<file path="src/hdl/pdvd_pkg.sv">
`timescale 1ns / 1ps
// ----------------------------------------------------------------------------
// pdvd_pkg: shared types and constants of the postings decoder
// Holds the header and varint limits and the job that the front part passes
// through the queue to the back part.
// ----------------------------------------------------------------------------
package pdvd_pkg;

	localparam int HEADER_LEN       = 4;
	localparam int MAX_VARINT_BYTES = 10;
	localparam int QUEUE_DEPTH      = 2;
	localparam int QUEUE_PTR_W      = $clog2(QUEUE_DEPTH);
	localparam int QUEUE_CNT_W      = $clog2(QUEUE_DEPTH + 1);

	typedef struct packed {
		logic [63:0] delta;
		logic        first;
		logic        last;
		logic        empty;
		logic        ovf;
	} job_t;

	typedef struct packed {
		logic push;
		logic pop;
	} queue_ctl_t;

	typedef struct packed {
		logic valid;
		logic full;
	} queue_stat_t;

endpackage

</file>
<file path="src/hdl/pdvd_in_if.sv">
`timescale 1ns / 1ps
// ----------------------------------------------------------------------------
// pdvd_in_if: byte channel of the postings decoder
// Carries one raw byte of a postings block and its start mark per beat.
// ----------------------------------------------------------------------------
interface pdvd_in_if;
	logic       valid;
	logic       ready;
	logic [7:0] in_byte;
	logic       list_start;

	modport source (output valid, output in_byte, output list_start, input ready);
	modport sink   (input valid, input in_byte, input list_start, output ready);
endinterface

</file>
<file path="src/hdl/pdvd_out_if.sv">
`timescale 1ns / 1ps
// ----------------------------------------------------------------------------
// pdvd_out_if: document id channel of the postings decoder
// Carries one decoded document id and its status flags per beat.
// ----------------------------------------------------------------------------
interface pdvd_out_if;
	logic        valid;
	logic        ready;
	logic [63:0] doc_id;
	logic        is_last;
	logic        empty_list;
	logic        overflow;

	modport source (output valid, output doc_id, output is_last, output empty_list,
		output overflow, input ready);
	modport sink   (input valid, input doc_id, input is_last, input empty_list,
		input overflow, output ready);
endinterface

</file>
<file path="src/hdl/pdvd_front.sv">
`timescale 1ns / 1ps
// ----------------------------------------------------------------------------
// pdvd_front: byte parser of the postings decoder
// Takes the count header, assembles each varint delta and pushes one job per
// result into the queue, with the last, empty and overflow marks resolved.
// ----------------------------------------------------------------------------
module pdvd_front (
	input  logic                clk,
	input  logic                arst_n,
	input  logic                accept,
	input  logic [7:0]          in_byte,
	input  logic                list_start,
	output logic                push,
	output pdvd_pkg::job_t      job
);

	logic [2:0]  seen_q;
	logic [31:0] count_q;
	logic [63:0] acc_q;
	logic [3:0]  idx_q;
	logic        active_q;
	logic        first_q;

	logic [2:0]  seen_c, seen_n;
	logic [31:0] count_c, count_n;
	logic [63:0] acc_c, acc_n;
	logic [3:0]  idx_c, idx_n;
	logic        active_c, active_n;
	logic        first_c, first_n;
	logic [6:0]  shift7;
	logic [31:0] hdr_part;

	always_comb begin
		seen_c   = list_start ? 3'd0 : seen_q;
		count_c  = list_start ? 32'd0 : count_q;
		acc_c    = list_start ? 64'd0 : acc_q;
		idx_c    = list_start ? 4'd0 : idx_q;
		active_c = list_start | active_q;
		first_c  = list_start | first_q;

		seen_n   = seen_c;
		count_n  = count_c;
		acc_n    = acc_c;
		idx_n    = idx_c;
		active_n = active_c;
		first_n  = first_c;

		shift7   = {idx_c, 3'b000} - {3'b000, idx_c};
		hdr_part = {24'd0, in_byte} << {seen_c[1:0], 3'b000};

		push       = 1'b0;
		job.delta  = acc_c;
		job.first  = first_c;
		job.last   = 1'b1;
		job.empty  = 1'b0;
		job.ovf    = 1'b0;

		if (active_c) begin
			if (seen_c < 3'(pdvd_pkg::HEADER_LEN)) begin
				count_n = count_c | hdr_part;
				seen_n  = seen_c + 3'd1;
				if (seen_c == 3'(pdvd_pkg::HEADER_LEN - 1) && count_n == 32'd0) begin
					push      = 1'b1;
					job.empty = 1'b1;
					active_n  = 1'b0;
				end
			end else if (idx_c >= 4'(pdvd_pkg::MAX_VARINT_BYTES - 1)) begin
				if (in_byte > 8'd1) begin
					push     = 1'b1;
					job.ovf  = 1'b1;
					active_n = 1'b0;
					acc_n    = 64'd0;
					idx_n    = 4'd0;
				end else begin
					push      = 1'b1;
					job.delta = acc_c | {in_byte[0], 63'd0};
					job.last  = (count_c == 32'd1);
					count_n   = count_c - 32'd1;
					active_n  = (count_c != 32'd1);
					first_n   = 1'b0;
					acc_n     = 64'd0;
					idx_n     = 4'd0;
				end
			end else begin
				acc_n = acc_c | ({57'd0, in_byte[6:0]} << shift7[5:0]);
				if (in_byte[7]) begin
					idx_n = idx_c + 4'd1;
				end else begin
					push      = 1'b1;
					job.delta = acc_n;
					job.last  = (count_c == 32'd1);
					count_n   = count_c - 32'd1;
					active_n  = (count_c != 32'd1);
					first_n   = 1'b0;
					acc_n     = 64'd0;
					idx_n     = 4'd0;
				end
			end
		end
		push = push & accept;
	end

	always_ff @(posedge clk or negedge arst_n) begin
		if (!arst_n) begin
			seen_q   <= 3'd0;
			count_q  <= 32'd0;
			acc_q    <= 64'd0;
			idx_q    <= 4'd0;
			active_q <= 1'b0;
			first_q  <= 1'b0;
		end else if (accept) begin
			seen_q   <= seen_n;
			count_q  <= count_n;
			acc_q    <= acc_n;
			idx_q    <= idx_n;
			active_q <= active_n;
			first_q  <= first_n;
		end
	end

endmodule

</file>
<file path="src/hdl/pdvd_queue.sv">
`timescale 1ns / 1ps
// ----------------------------------------------------------------------------
// pdvd_queue: job queue between parser and accumulator
// A short register queue that lets the parser and the accumulator stall
// independently; a push and a pop may happen in the same cycle.
// ----------------------------------------------------------------------------
module pdvd_queue (
	input  logic                  clk,
	input  logic                  arst_n,
	input  pdvd_pkg::queue_ctl_t  ctl,
	input  pdvd_pkg::job_t        wr_job,
	output pdvd_pkg::job_t        rd_job,
	output pdvd_pkg::queue_stat_t stat
);

	pdvd_pkg::job_t entry_q [pdvd_pkg::QUEUE_DEPTH];

	logic [pdvd_pkg::QUEUE_PTR_W-1:0] wr_ptr_q, rd_ptr_q;
	logic [pdvd_pkg::QUEUE_CNT_W-1:0] cnt_q;

	assign stat.valid = (cnt_q != '0);
	assign stat.full  = (cnt_q == pdvd_pkg::QUEUE_CNT_W'(pdvd_pkg::QUEUE_DEPTH));
	assign rd_job     = entry_q[rd_ptr_q];

	always_ff @(posedge clk) begin
		if (ctl.push) begin
			entry_q[wr_ptr_q] <= wr_job;
		end
	end

	always_ff @(posedge clk or negedge arst_n) begin
		if (!arst_n) begin
			wr_ptr_q <= '0;
			rd_ptr_q <= '0;
			cnt_q    <= '0;
		end else begin
			if (ctl.push) begin
				wr_ptr_q <= (wr_ptr_q == pdvd_pkg::QUEUE_PTR_W'(pdvd_pkg::QUEUE_DEPTH - 1))
					? '0 : wr_ptr_q + 1'b1;
			end
			if (ctl.pop) begin
				rd_ptr_q <= (rd_ptr_q == pdvd_pkg::QUEUE_PTR_W'(pdvd_pkg::QUEUE_DEPTH - 1))
					? '0 : rd_ptr_q + 1'b1;
			end
			case ({ctl.push, ctl.pop})
				2'b10:   cnt_q <= cnt_q + pdvd_pkg::QUEUE_CNT_W'(1);
				2'b01:   cnt_q <= cnt_q - pdvd_pkg::QUEUE_CNT_W'(1);
				default: cnt_q <= cnt_q;
			endcase
		end
	end

endmodule

</file>
<file path="src/hdl/pdvd_back.sv">
`timescale 1ns / 1ps
// ----------------------------------------------------------------------------
// pdvd_back: id accumulator of the postings decoder
// Adds each delta to the running document id and holds the result in the
// output register until the sink takes it.
// ----------------------------------------------------------------------------
module pdvd_back (
	input  logic            clk,
	input  logic            arst_n,
	input  logic            job_valid,
	input  pdvd_pkg::job_t  job,
	output logic            pop,
	pdvd_out_if.source      ids
);

	logic [63:0] prev_q;
	logic [63:0] doc_id_q;
	logic        valid_q, last_q, empty_q, ovf_q;
	logic [63:0] sum;

	assign pop = job_valid && (!valid_q || ids.ready);
	assign sum = (job.first ? 64'd0 : prev_q) + job.delta;

	always_ff @(posedge clk) begin
		if (pop) begin
			last_q  <= job.last;
			empty_q <= job.empty;
			ovf_q   <= job.ovf;
			if (job.empty || job.ovf) begin
				doc_id_q <= 64'd0;
			end else begin
				doc_id_q <= sum;
				prev_q   <= sum;
			end
		end
	end

	always_ff @(posedge clk or negedge arst_n) begin
		if (!arst_n) begin
			valid_q <= 1'b0;
		end else if (pop) begin
			valid_q <= 1'b1;
		end else if (ids.ready) begin
			valid_q <= 1'b0;
		end
	end

	assign ids.valid      = valid_q;
	assign ids.doc_id     = doc_id_q;
	assign ids.is_last    = last_q;
	assign ids.empty_list = empty_q;
	assign ids.overflow   = ovf_q;

endmodule

</file>
<file path="src/hdl/postings_delta_varint_decoder.sv">
`timescale 1ns / 1ps
// ----------------------------------------------------------------------------
// postings_delta_varint_decoder: delta LEB128 postings list decoder
// Turns the bytes of a postings block into document ids.
//
//   channel  dir  beat contents
//   bytes    in   in_byte, list_start
//   ids      out  doc_id, is_last, empty_list, overflow
//
// One byte is taken per cycle while the two-entry job queue has room.
// A result passes through the job queue and then the 64-bit add into the
// output register before it appears on ids.
// Reset clears the parser, the queue and the output valid; no list is active.
// A stalled ids sink fills the queue, and bytes then wait until it drains.
// ----------------------------------------------------------------------------
module postings_delta_varint_decoder (
	input  logic      clk,
	input  logic      arst_n,
	pdvd_in_if.sink   bytes,
	pdvd_out_if.source ids
);

	pdvd_pkg::job_t        wr_job, rd_job;
	pdvd_pkg::queue_ctl_t  qctl;
	pdvd_pkg::queue_stat_t qstat;
	logic                  accept;
	logic                  push, pop;

	assign bytes.ready = !qstat.full;
	assign accept      = bytes.valid && !qstat.full;
	assign qctl.push   = push;
	assign qctl.pop    = pop;

	pdvd_front u_front (
		.clk        (clk),
		.arst_n     (arst_n),
		.accept     (accept),
		.in_byte    (bytes.in_byte),
		.list_start (bytes.list_start),
		.push       (push),
		.job        (wr_job)
	);

	pdvd_queue u_queue (
		.clk    (clk),
		.arst_n (arst_n),
		.ctl    (qctl),
		.wr_job (wr_job),
		.rd_job (rd_job),
		.stat   (qstat)
	);

	pdvd_back u_back (
		.clk       (clk),
		.arst_n    (arst_n),
		.job_valid (qstat.valid),
		.job       (rd_job),
		.pop       (pop),
		.ids       (ids)
	);

endmodule

</file>
<file path="src/flat_wrapper.sv">
// flat-port wrapper written by rule: the top's interface ports become plain ports
module postings_delta_varint_decoder_flat 
  (clk, arst_n, bytes_valid, bytes_in_byte, bytes_list_start, bytes_ready, ids_valid, ids_doc_id, ids_is_last, ids_empty_list, ids_overflow, ids_ready);
  pdvd_in_if bytes_i ();
  pdvd_out_if ids_i ();
  input  logic clk;
  input  logic arst_n;
  input wire logic [$bits(bytes_i.valid)-1:0] bytes_valid;
  input wire logic [$bits(bytes_i.in_byte)-1:0] bytes_in_byte;
  input wire logic [$bits(bytes_i.list_start)-1:0] bytes_list_start;
  output wire logic [$bits(bytes_i.ready)-1:0] bytes_ready;
  output wire logic [$bits(ids_i.valid)-1:0] ids_valid;
  output wire logic [$bits(ids_i.doc_id)-1:0] ids_doc_id;
  output wire logic [$bits(ids_i.is_last)-1:0] ids_is_last;
  output wire logic [$bits(ids_i.empty_list)-1:0] ids_empty_list;
  output wire logic [$bits(ids_i.overflow)-1:0] ids_overflow;
  input wire logic [$bits(ids_i.ready)-1:0] ids_ready;
  assign bytes_i.valid = bytes_valid;
  assign bytes_i.in_byte = bytes_in_byte;
  assign bytes_i.list_start = bytes_list_start;
  assign bytes_ready = bytes_i.ready;
  assign ids_valid = ids_i.valid;
  assign ids_doc_id = ids_i.doc_id;
  assign ids_is_last = ids_i.is_last;
  assign ids_empty_list = ids_i.empty_list;
  assign ids_overflow = ids_i.overflow;
  assign ids_i.ready = ids_ready;
  postings_delta_varint_decoder u_core (.clk(clk), .arst_n(arst_n), .bytes(bytes_i), .ids(ids_i));
endmodule
</file>
<file path="config.mk">
export PLATFORM = sky130hd
export DESIGN_NAME = postings_delta_varint_decoder_flat
export DESIGN_NICKNAME = d
export VERILOG_FILES = /design/src/hdl/pdvd_pkg.sv /design/src/hdl/pdvd_in_if.sv /design/src/hdl/pdvd_out_if.sv /design/src/hdl/pdvd_front.sv /design/src/hdl/pdvd_queue.sv /design/src/hdl/pdvd_back.sv /design/src/hdl/postings_delta_varint_decoder.sv /design/src/flat_wrapper.sv
export SDC_FILE = /design/constraint.sdc
export NUM_CORES = 1
export LEC_CHECK = 0
export ABC_AREA = 1
export BUFFER_PORTS_ARGS = -buffer_cell sky130_fd_sc_hd__buf_4
export CORE_ASPECT_RATIO = 1.5
export CORE_MARGIN = 3
export CORE_UTILIZATION = 52
export DETAILED_ROUTE_END_ITERATION = 8
export MAX_ROUTING_LAYER = met4
export PLACE_DENSITY = 0.77
export RECOVER_POWER = 50
export SKIP_LAST_GASP = 1
export SLEW_MARGIN = 40
export SYNTH_ARGS = -nofsm -noshare
export SYNTH_HDL_FRONTEND = slang
export SYNTH_SLANG_ARGS = --single-unit
</file>
<file path="constraint.sdc">
create_clock -name clk -period 17.3 [get_ports clk]
set_clock_uncertainty 0.15 [all_clocks]
set_input_delay 2.595 -clock clk [delete_from_list [all_inputs] [get_ports clk]]
set_output_delay 2.595 -clock clk [all_outputs]
set_load 0.005 [all_outputs]
</file>
==> results of run 1 <==
## through the flow
| stage | power [mW] | utilization [%] |
|---|---|---|
| 4_1_cts | 5.141 | 57.53 |
| 6_report | 5.174 | 57.43 |
| 5_1_grt | 5.543 | 57.43 |
| 3_5_place_dp | 4.309 | 54.92 |
| 2_1_floorplan | 3.385 | - |
| 3_3_place_gp | 4.274 | 54.86 |
## critical path, stage by stage
cell and delay, ps:
clkbuf_1 590, clkinvlp_2 1120, clkbuf_1 3270, nand2_2 1180, nand2_1 370, o21ai_0 170, inv_1 90, nand2_1 50
nor2_1 130, nand2_1 70, nor2_1 130, nand2_1 120, nand2_1 190, nand2_1 160, nor2_4 120, buf_6 510
## metal layers
| metal | wire, µm | global-route usage [%] |
|---|---|---|
| met5 | 0 | - |
| met4 | 7577 | 23.45 |
| met2 | 39860 | 56.40 |
| met3 | 4218 | 3.621 |
| met1 | 28020 | 33.79 |
## Yosys cell counts, drive strengths merged, types with 28 or more instances
cell type,count
a21oi,145
buf,46
clkbuf,64
dfrtp,110
edfxtp,267
ha,70
inv,489
nand2,1317
nand3,200
nand4,45
nor2,378
nor3,28
o21ai,151
## cell type report
cell class	instances	area [µm²]
clock inverter	16	175.2
inverter	490	1846
clock buffer	52	1042
tap	594	743.2
fill	4418	19890
timing repair buffer	103	752.0
multi-input combinational	2472	11510
sequential	377	10770
## report_power, final
group	switching, mW	internal [mW]
clock network	0.364	0.457
registers	0.105	1.34
logic	2.06	0.849
total	2.53	2.64
## cells by family after synthesis
kind of cell               after synthesis  synth area share [%]
AOI/OAI and AO/OA                      354                 7.917
muxes                                    2               0.08136
xor gates and xnor gates                41                 1.459
and+or+nand+nor                       2004                 33.48
adders and majority gates               71                 3.641
buffers and inverters                  600                 9.656
DFF                                    377                 43.77
## state kept, by name (all words and copies together), names as in the netlist
register                      count
u_core.u_front.count_q           32
u_core.u_front.first_q            1
u_core.u_queue.wr_ptr_q           1
u_core.u_front.active_q           1
u_core.u_front.idx_q              4
u_core.u_back.ids.doc_id         64
u_core.u_queue.entry_q          136
u_core.u_front.acc_q             64
u_core.u_back.ids.valid           1
u_core.u_back.ids.empty_list      1
u_core.u_queue.cnt_q              2
u_core.u_back.prev_q             64
u_core.u_queue.rd_ptr_q           1
u_core.u_back.ids.overflow        1
u_core.u_back.ids.is_last         1
u_core.u_front.seen_q             3
## path summary, 6_finish.rpt
| check | slack [ps] | depth (start not counted) | endpoint | startpoint |
|---|---|---|---|---|
| min | 330 | 2 | u_core.u_queue.wr_ptr_q | u_core.u_queue.wr_ptr_q |
| max in group asynchronous | 9540 | 2 | u_core.u_front.acc_q[11] | arst_n |
| min reg2reg | 330 | 2 | u_core.u_queue.wr_ptr_q | u_core.u_queue.wr_ptr_q |
| max reg2reg | 10090 | 7 | u_core.u_back.prev_q[1] | u_core.u_queue.rd_ptr_q |
| min in group asynchronous | 2870 | 1 | u_core.u_front.acc_q[62] | arst_n |
| max | 6250 | 16 | u_core.u_queue.entry_q[1][15] | bytes_list_start |
==> out/results.txt, run 1 <==
Result of the run: complete, but fails checks
Number of antenna violations at the first check in global routing: 0
Fin worst setup slack: 6252 ps
Cell count after placement: 4035
Max-cap violations: 9
TritonCTS Buffers: 37
Cell variety after synth: 51
Synth Flop Type: edfxtp_1
Count of mapped cells out of synthesis: 3449
# port buffers: 81
Most common library cell in the layout ignoring fill and taps: nand2_1
Summed negative setup slack over all endpoints: 0 ps
Synth warnings: 0
Initial Utilization: 52.66%
Type of element capturing the critical path: flip-flop
Maximum fanout encountered on the critical timing path: 94
Antenna violation net count after detailed routing: 0
Total number of placement rows: 97
Final number of setup-violating endpoints: 0
Leading cell types by total area after synthesis: edfxtp_1 (33%), nand2_1 (20%), dfrtp_1 (11%)
Hold-fix buffers at CTS: 0
Final Hold Viols: 0
Worst Hold Slack: 333.6 ps
Net count of the mapped netlist: 3533
Number of clock sinks: 377
Vias per cell: 5.519
Minimum setup slack after placement: 10280 ps
Worst Path Arrival: 11070 ps
Critical path data required time: 17320 ps
Area of the mapped netlist: 0.02461 mm²
Global router's overall resource usage: 32.43%
Congestion Overflow GR: 0
Worst hold path class: flip-flop to flip-flop
Slew margin rel.: -206.4%
Clock tree from TritonCTS: yes
Count of final max-slew check failures: 487
Top-area cell type share of the netlist area: 32.58%
Post-Layout Inst Area: 0.02683 mm²
Total power divided by cell area: 192.8 mW/mm²
Kind of start point of the critical path: input pin
Final period utilization: 63.86%
Reg clk slew, reported paths: 60 ps
Final critical delay including setup and external delays: 11050 ps
Sequential-to-total area share from yosys stat: 43.77%
Violated checks: capacitance limit, slew limit
Final estimated routing congestion in global placement: 0.9905
Worst-skew pair later-pin latency: 560 ps
Resized Gates After CTS: 0
Max Freq: 90.51 MHz
Drc violations: 0
Number of enable flip-flop cells after synthesis: 267
Post-Syn Area per Cell: 7.135 µm²
Global-route wire length before repair: 121200 µm
Relative area change from synthesis to final layout: 9.051%
Pin count of the biggest net entering global routing: 95
CTS max path bufs: 3
Iter 0 DRT Violations: 1848
Die span in y: 272.4 µm
Horizontal die dimension: 183.6 µm
Floorplan core area: 0.04673 mm²
Setup bufs post-CTS: 0
Cell chosen for the clock root: clkbuf_16
First-pass DRT Iterations: 6
Area of placed instances: 0.02566 mm²
Top library cells by usage in the layout, fill and taps aside: nand2_1 (1298), inv_1 (473), nor2_1 (344)
Worst ir drop on vdd: 99.74 µV
DP Wirelength: 59270 µm
RSZ-0062 raised after global routing: false
Fraction of synthesis flops using an asynchronous set or reset pin: 29.18%
Register bit count reported by yosys: 377
Number of global-route vias before repair: 21740
Static leakage power: 13.45 nW
Library cell with the largest summed area after synthesis: edfxtp_1
Overall die area: 0.05002 mm²
Fraction of layout instances using a drive strength above 1: 6.695%
Finished Layout Cells: 4104
Vias after detailed routing: 22650
Total wire length: 79680 µm
Final antenna diode count: 0
Level count of the clock H-tree: 2
Worst Tran Pin Value: 4595 ps
Net total in the final layout: 3565
Startpoint-to-endpoint class of the critical path: input pin to flip-flop
DR WL/cell: 19.41 µm
Top-level port count: 82
Note: power is estimated with default switching activity, not from simulation.
==> run 2, diff against run 1 <==
==> constraint.sdc (replaced) <==
create_clock -name clk -period 10.45 [get_ports clk]
set_clock_uncertainty 0.15 [all_clocks]
set_input_delay 1.5675 -clock clk [delete_from_list [all_inputs] [get_ports clk]]
set_output_delay 1.5675 -clock clk [all_outputs]
set_load 0.005 [all_outputs]
==> out/results.txt, run 2 (same netlist as run 1, synthesis figures left out) <==
Top library cells by usage in the layout, fill and taps aside: nand2_1 (1299), inv_1 (475), nor2_1 (349) (was nand2_1 (1298), inv_1 (473), nor2_1 (344))
Total number of placement rows: 97 (unchanged)
Setup bufs post-CTS: 0 (unchanged)
Vias after detailed routing: 22690 (was 22650)
Global router's overall resource usage: 32.19% (was 32.43%)
Summed negative setup slack over all endpoints: 0 ps (unchanged)
Horizontal die dimension: 183.6 µm (unchanged)
Clock tree from TritonCTS: yes (unchanged)
Drc violations: 0 (unchanged)
Overall die area: 0.05002 mm² (unchanged)
Worst-skew pair later-pin latency: 550 ps (was 560 ps)
Worst Tran Pin Value: 3948 ps (was 4595 ps)
Utilization after layout: 57.66% (was 57.43%)
Cell chosen for the clock root: clkbuf_16 (unchanged)
RSZ-0062 raised after global routing: false (unchanged)
First-pass DRT Iterations: 5 (was 6)
DR WL/cell: 19.16 µm (was 19.41 µm)
Most common library cell in the layout ignoring fill and taps: nand2_1 (unchanged)
Worst ir drop on vdd: 152.6 µV (was 99.74 µV)
Critical path data required time: 10770 ps (was 17320 ps)
Final estimated routing congestion in global placement: 1.027 (was 0.9905)
Total power draw: 8.645 mW (was 5.174 mW)
Fraction of layout instances using a drive strength above 1: 6.460% (was 6.695%)
Minimum setup slack after placement: 5049 ps (was 10280 ps)
Floorplan core area: 0.04673 mm² (unchanged)
# port buffers: 81 (unchanged)
Count of final max-slew check failures: 429 (was 487)
Flip-flop count of the largest register, all copies and words added: 136 (unchanged)
Worst Path Arrival: 7930 ps (was 11070 ps)
Net total in the final layout: 3568 (was 3565)
Final antenna diode count: 0 (unchanged)
Result of the run: complete, but fails checks (unchanged)
Violated checks: capacitance limit, slew limit (unchanged)
Level count of the clock H-tree: 2 (unchanged)
Die span in y: 272.4 µm (unchanged)
Resized Gates After CTS: 0 (unchanged)
Number of antenna violations at the first check in global routing: 0 (unchanged)
Fin worst setup slack: 2831 ps (was 6252 ps)
CTS max path bufs: 3 (unchanged)
Total wire length: 78730 µm (was 79680 µm)
Vias per cell: 5.523 (was 5.519)
Worst Hold Slack: 327.3 ps (was 333.6 ps)
TritonCTS Buffers: 38 (was 37)
Antenna violation net count after detailed routing: 0 (unchanged)
Initial Utilization: 52.66% (unchanged)
Startpoint-to-endpoint class of the critical path: input pin to flip-flop (unchanged)
Slew margin rel.: -163.2% (was -206.4%)
Relative area change from synthesis to final layout: 9.483% (was 9.051%)
Maximum fanout encountered on the critical timing path: 70 (was 94)
Final critical delay including setup and external delays: 7619 ps
Global-route wire length before repair: 120800 µm (was 121200 µm)
Top-level port count: 82 (unchanged)
DP Wirelength: 58800 µm (was 59270 µm)
Total power divided by cell area: 320.9 mW/mm² (was 192.8 mW/mm²)
Final number of setup-violating endpoints: 0 (unchanged)
Final Hold Viols: 0 (unchanged)
Max Freq: 131.3 MHz
Type of element capturing the critical path: flip-flop (unchanged)
Reg clk slew, reported paths: 70 ps (was 60 ps)
Static leakage power: 13.51 nW (was 13.45 nW)
Pin count of the biggest net entering global routing: 71 (was 95)
Number of global-route vias before repair: 22040 (was 21740)
Kind of start point of the critical path: input pin (unchanged)
Congestion Overflow GR: 0 (unchanged)
Iter 0 DRT Violations: 1742 (was 1848)
Max-cap violations: 8 (was 9)
Register with the highest flop count: u_core.u_queue.entry_q (unchanged)
Hold-fix buffers at CTS: 0 (unchanged)
Number of clock sinks: 377 (unchanged)
Final period utilization: 72.91%
Worst hold path class: flip-flop to flip-flop (unchanged)
## run 2: changes by cell type in the layout (fill, tap and decap cells not counted), moves of 3 or more
cell / before / now
nor2_2: 22 / 17
nor2_1: 344 / 349
clkbuf_16: 37 / 41
bufinv_16: 2 / 6
buf_4: 21 / 24
o21ai_0: 128 / 132
o21ai_1: 18 / 14
clkbuf_8: 6 / 1
clkinv_1: 2 / 6
## run 2: through the flow
stage	instance area [µm²]	cells
final	26940	4108
after global routing	26940	4108
after CTS	27010	4107
after detailed placement	25670	4037
after global placement	25650	4037
after floorplan	24610	3449
## run 2: critical path, cell delays in order
cell        delay, ps
buf_4             310
clkinvlp_2       2220
nand2_2          1150
ha_1              320
nand3_1           100
nand2_1           140
nand2_2           110
inv_2              90
nor2_4             60
nor2_2            110
clkbuf_1         1080
inv_1             380
o21ai_0           270
## run 2: power breakdown
part,internal (mW),switching (mW)
Clock,0.875,0.600
Sequential,2.21,0.180
Combinational,1.40,3.38
Total,4.49,4.16
## run 2: final timing paths
path,start,endpoint,slack [ps],cells after the start
max,bytes_list_start,u_core.u_front.acc_q[35],2830,13
min,u_core.u_queue.wr_ptr_q,u_core.u_queue.wr_ptr_q,330,2
max reg2reg,u_core.u_queue.rd_ptr_q,u_core.u_back.ids.doc_id[34],3440,7
min reg2reg,u_core.u_queue.wr_ptr_q,u_core.u_queue.wr_ptr_q,330,2
max in group asynchronous,arst_n,u_core.u_front.acc_q[5],3780,2
min in group asynchronous,arst_n,u_core.u_front.count_q[8],1890,1
## run 2: metal layers
layer | vias to the layer above | GRT usage (%) | wire, µm
met1 | 10340 | 33.13 | 27300
met3 | 393 | 3.727 | 4316
met5 | - | - | 0
li1 | 11040 | - | -
met4 | 0 | 26.14 | 8257
met2 | 910 | 54.95 | 38850
## run 2: final cells by class
class | instances | area (µm²)
fill | 4310 | 19790
multi-input combinational | 2472 | 11480
sequential | 377 | 10770
inverter | 490 | 1843
clock buffer | 49 | 1066
timing repair buffer | 105 | 763.2
tap | 594 | 743.2
clock inverter | 21 | 274.0
==> run 3, diff against run 2 <==
--- a/config.mk
+++ b/config.mk
@@ -12,7 +12,7 @@
 export CORE_UTILIZATION = 52
 export DETAILED_ROUTE_END_ITERATION = 8
 export MAX_ROUTING_LAYER = met4
-export PLACE_DENSITY = 0.77
+export PLACE_DENSITY = 0.79
 export RECOVER_POWER = 50
 export SKIP_LAST_GASP = 1
 export SLEW_MARGIN = 40
==> constraint.sdc (replaced) <==
create_clock -name clk -period 6.9 [get_ports clk]
set_clock_uncertainty 0.15 [all_clocks]
set_input_delay 1.035 -clock clk [delete_from_list [all_inputs] [get_ports clk]]
set_output_delay 1.035 -clock clk [all_outputs]
set_load 0.005 [all_outputs]
==> out/results.txt, run 3 (same netlist as run 1, synthesis figures left out) <==
Final antenna diode count: 0 (unchanged)
Final period utilization: 75.14%
Floorplan core area: 0.04673 mm² (unchanged)
Slack of the worst reg-to-reg path: 2280 ps (was 3440 ps)
Number of clock sinks: 377 (unchanged)
Top-level port count: 82 (unchanged)
Slew margin rel.: -167.6% (was -163.2%)
Violated checks: capacitance limit, slew limit (unchanged)
Drc violations: 0 (unchanged)
Hold Path Stages: 2 (unchanged)
Pin count of the biggest net entering global routing: 81 (was 71)
Reg clk slew, reported paths: 70 ps (about the same)
Worst Path Arrival: 5270 ps (was 7930 ps)
Global router's overall resource usage: 31.85% (was 32.19%)
Critical path data required time: 6980 ps (was 10770 ps)
Cell chosen for the clock root: clkbuf_16 (unchanged)
Max Freq: 192.9 MHz
First-pass DRT Iterations: 5 (unchanged)
Die span in y: 272.4 µm (unchanged)
Final critical delay including setup and external delays: 5185 ps
Minimum setup slack after placement: 1717 ps (was 5049 ps)
Antenna violation net count after detailed routing: 0 (unchanged)
Final number of setup-violating endpoints: 0 (unchanged)
Setup bufs post-CTS: 0 (unchanged)
Level count of the clock H-tree: 2 (unchanged)
Clock tree from TritonCTS: yes (unchanged)
Number of global-route vias before repair: 21620 (was 22040)
Final Hold Viols: 0 (unchanged)
DR WL/cell: 19.10 µm (was 19.16 µm)
Final estimated routing congestion in global placement: 1.044 (was 1.027)
Total power draw: 12.85 mW (was 8.645 mW)
Worst min-delay path startpoint: u_core.u_queue.wr_ptr_q (unchanged)
Total power divided by cell area: 479.1 mW/mm² (was 320.9 mW/mm²)
Summed negative setup slack over all endpoints: 0 ps (unchanged)
Resized Gates After CTS: 0 (unchanged)
Result of the run: complete, but fails checks (unchanged)
Part of the total power dissipated in combinational logic: 56.3% (was 55.3%)
Total wire length: 78490 µm (was 78730 µm)
Utilization after layout: 57.40% (was 57.66%)
Count of final max-slew check failures: 111 (was 429)
TritonCTS Buffers: 39 (was 38)
Static leakage power: 13.45 nW (was 13.51 nW)
Net total in the final layout: 3570 (was 3568)
Internal power of the cells: 6.526 mW (was 4.487 mW)
Clk pwr share: 15.7% (was 17.1%)
Worst hold endpoint: u_core.u_queue.wr_ptr_q (unchanged)
Relative area change from synthesis to final layout: 8.995% (was 9.483%)
DP Wirelength: 59440 µm (was 58800 µm)
Total number of placement rows: 97 (unchanged)
Worst ir drop on vdd: 236.3 µV (was 152.6 µV)
Kind of start point of the critical path: input pin (unchanged)
Global-route wire length before repair: 119200 µm (was 120800 µm)
Cell count of the worst reg-to-reg path: 20 (was 7)
Initial Utilization: 52.66% (unchanged)
Max-cap violations: 2 (was 8)
Fin worst setup slack: 1715 ps (was 2831 ps)
Overall die area: 0.05002 mm² (unchanged)
Register with the highest flop count: u_core.u_queue.entry_q (unchanged)
Maximum fanout encountered on the critical timing path: 33 (was 70)
Vias after detailed routing: 22510 (was 22690)
Congestion Overflow GR: 0 (unchanged)
R2R Path End: u_core.u_back.ids.doc_id[60] (was u_core.u_back.ids.doc_id[34])
Number of antenna violations at the first check in global routing: 0 (unchanged)
Fraction of layout instances using a drive strength above 1: 6.486% (was 6.460%)
Hold-fix buffers at CTS: 0 (unchanged)
Iter 0 DRT Violations: 1858 (was 1742)
Most common library cell in the layout ignoring fill and taps: nand2_1 (unchanged)
CTS max path bufs: 3 (unchanged)
Startpoint-to-endpoint class of the critical path: input pin to flip-flop (unchanged)
Type of element capturing the critical path: flip-flop (unchanged)
Switching Power: 6.323 mW (was 4.158 mW)
Worst r2r src: u_core.u_queue.rd_ptr_q (unchanged)
Switch share: 49.21% (was 48.10%)
Flip-flop count of the largest register, all copies and words added: 136 (unchanged)
Worst-skew pair later-pin latency: 550 ps (about the same)
Vias per cell: 5.477 (was 5.523)
Worst hold path class: flip-flop to flip-flop (unchanged)
Top library cells by usage in the layout, fill and taps aside: nand2_1 (1303), inv_1 (474), nor2_1 (349) (was nand2_1 (1299), inv_1 (475), nor2_1 (349))
Horizontal die dimension: 183.6 µm (unchanged)
# port buffers: 81 (unchanged)
Share of power burned in registers: 28.0% (was 27.7%)
Worst Tran Pin Value: 4014 ps (was 3948 ps)
RSZ-0062 raised after global routing: false (unchanged)
run 3: how the worst max path moves through the flow:
stage / to / startpoint / cells past startpoint
5_1_grt: u_core.u_front.acc_q[37] / arst_n / 2
3_5_place_dp: u_core.u_queue.entry_q[1][2] / bytes_list_start / 14
4_1_cts: u_core.u_queue.entry_q[1][2] / bytes_list_start / 14
6_report: u_core.u_queue.entry_q[1][2] / bytes_list_start / 15
3_3_place_gp: u_core.u_queue.entry_q[1][0] / bytes_list_start / 14
2_1_floorplan: u_core.u_back.prev_q[0] / ids_ready / 4
run 3: final cells by class:
type / count / area, µm²
fillers: 4381 / 19910
multi-input cells: 2472 / 11470
flip-flops and latches: 377 / 10770
inverters: 490 / 1846
clock buffers: 48 / 1010
repair buffers: 106 / 809.5
well taps: 594 / 743.2
clock inverters: 22 / 171.4
run 3: per-stage QoR:
| step | area, µm² | std cells | hold slack (ps) |
|---|---|---|---|
| 5_1_grt | 26820 | 4109 | 341.8 |
| 6_report | 26820 | 4109 | 331.4 |
| 3_5_place_dp | 25720 | 4038 | 315.6 |
| 3_3_place_gp | 25680 | 4037 | 310.2 |
| 4_1_cts | 26900 | 4108 | 332.4 |
| 2_1_floorplan | 24610 | 3449 | 291.9 |
run 3: per-layer routing:
metal / global-route usage, % / share of wire, %
met5: - / 0
met2: 56.09 / 51
met4: 22.99 / 8.5
met1: 33.11 / 35
met3: 2.725 / 5.0
run 3: power by group through the flow:
stage	logic, mW	clock network [mW]	registers (mW)
2_1_floorplan	4.88	0	3.60
3_3_place_gp	7.09	0	3.61
3_5_place_dp	7.18	0	3.63
4_1_cts	7.20	2.05	3.59
5_1_grt	7.97	2.12	3.65
6_report	7.23	2.02	3.60
run 3: worst max-delay path: stages:
cell      delay (ps)
buf_4            320
clkinv_2         540
clkbuf_1         700
nand2_1          510
o21ai_0          230
inv_1             90
nand2_1           50
nor2_1           140
nand2_1           70
nor2_1           100
nand2_1          120
nand2_1          200
nand2_1          200
nor2_4           590
buf_12           300
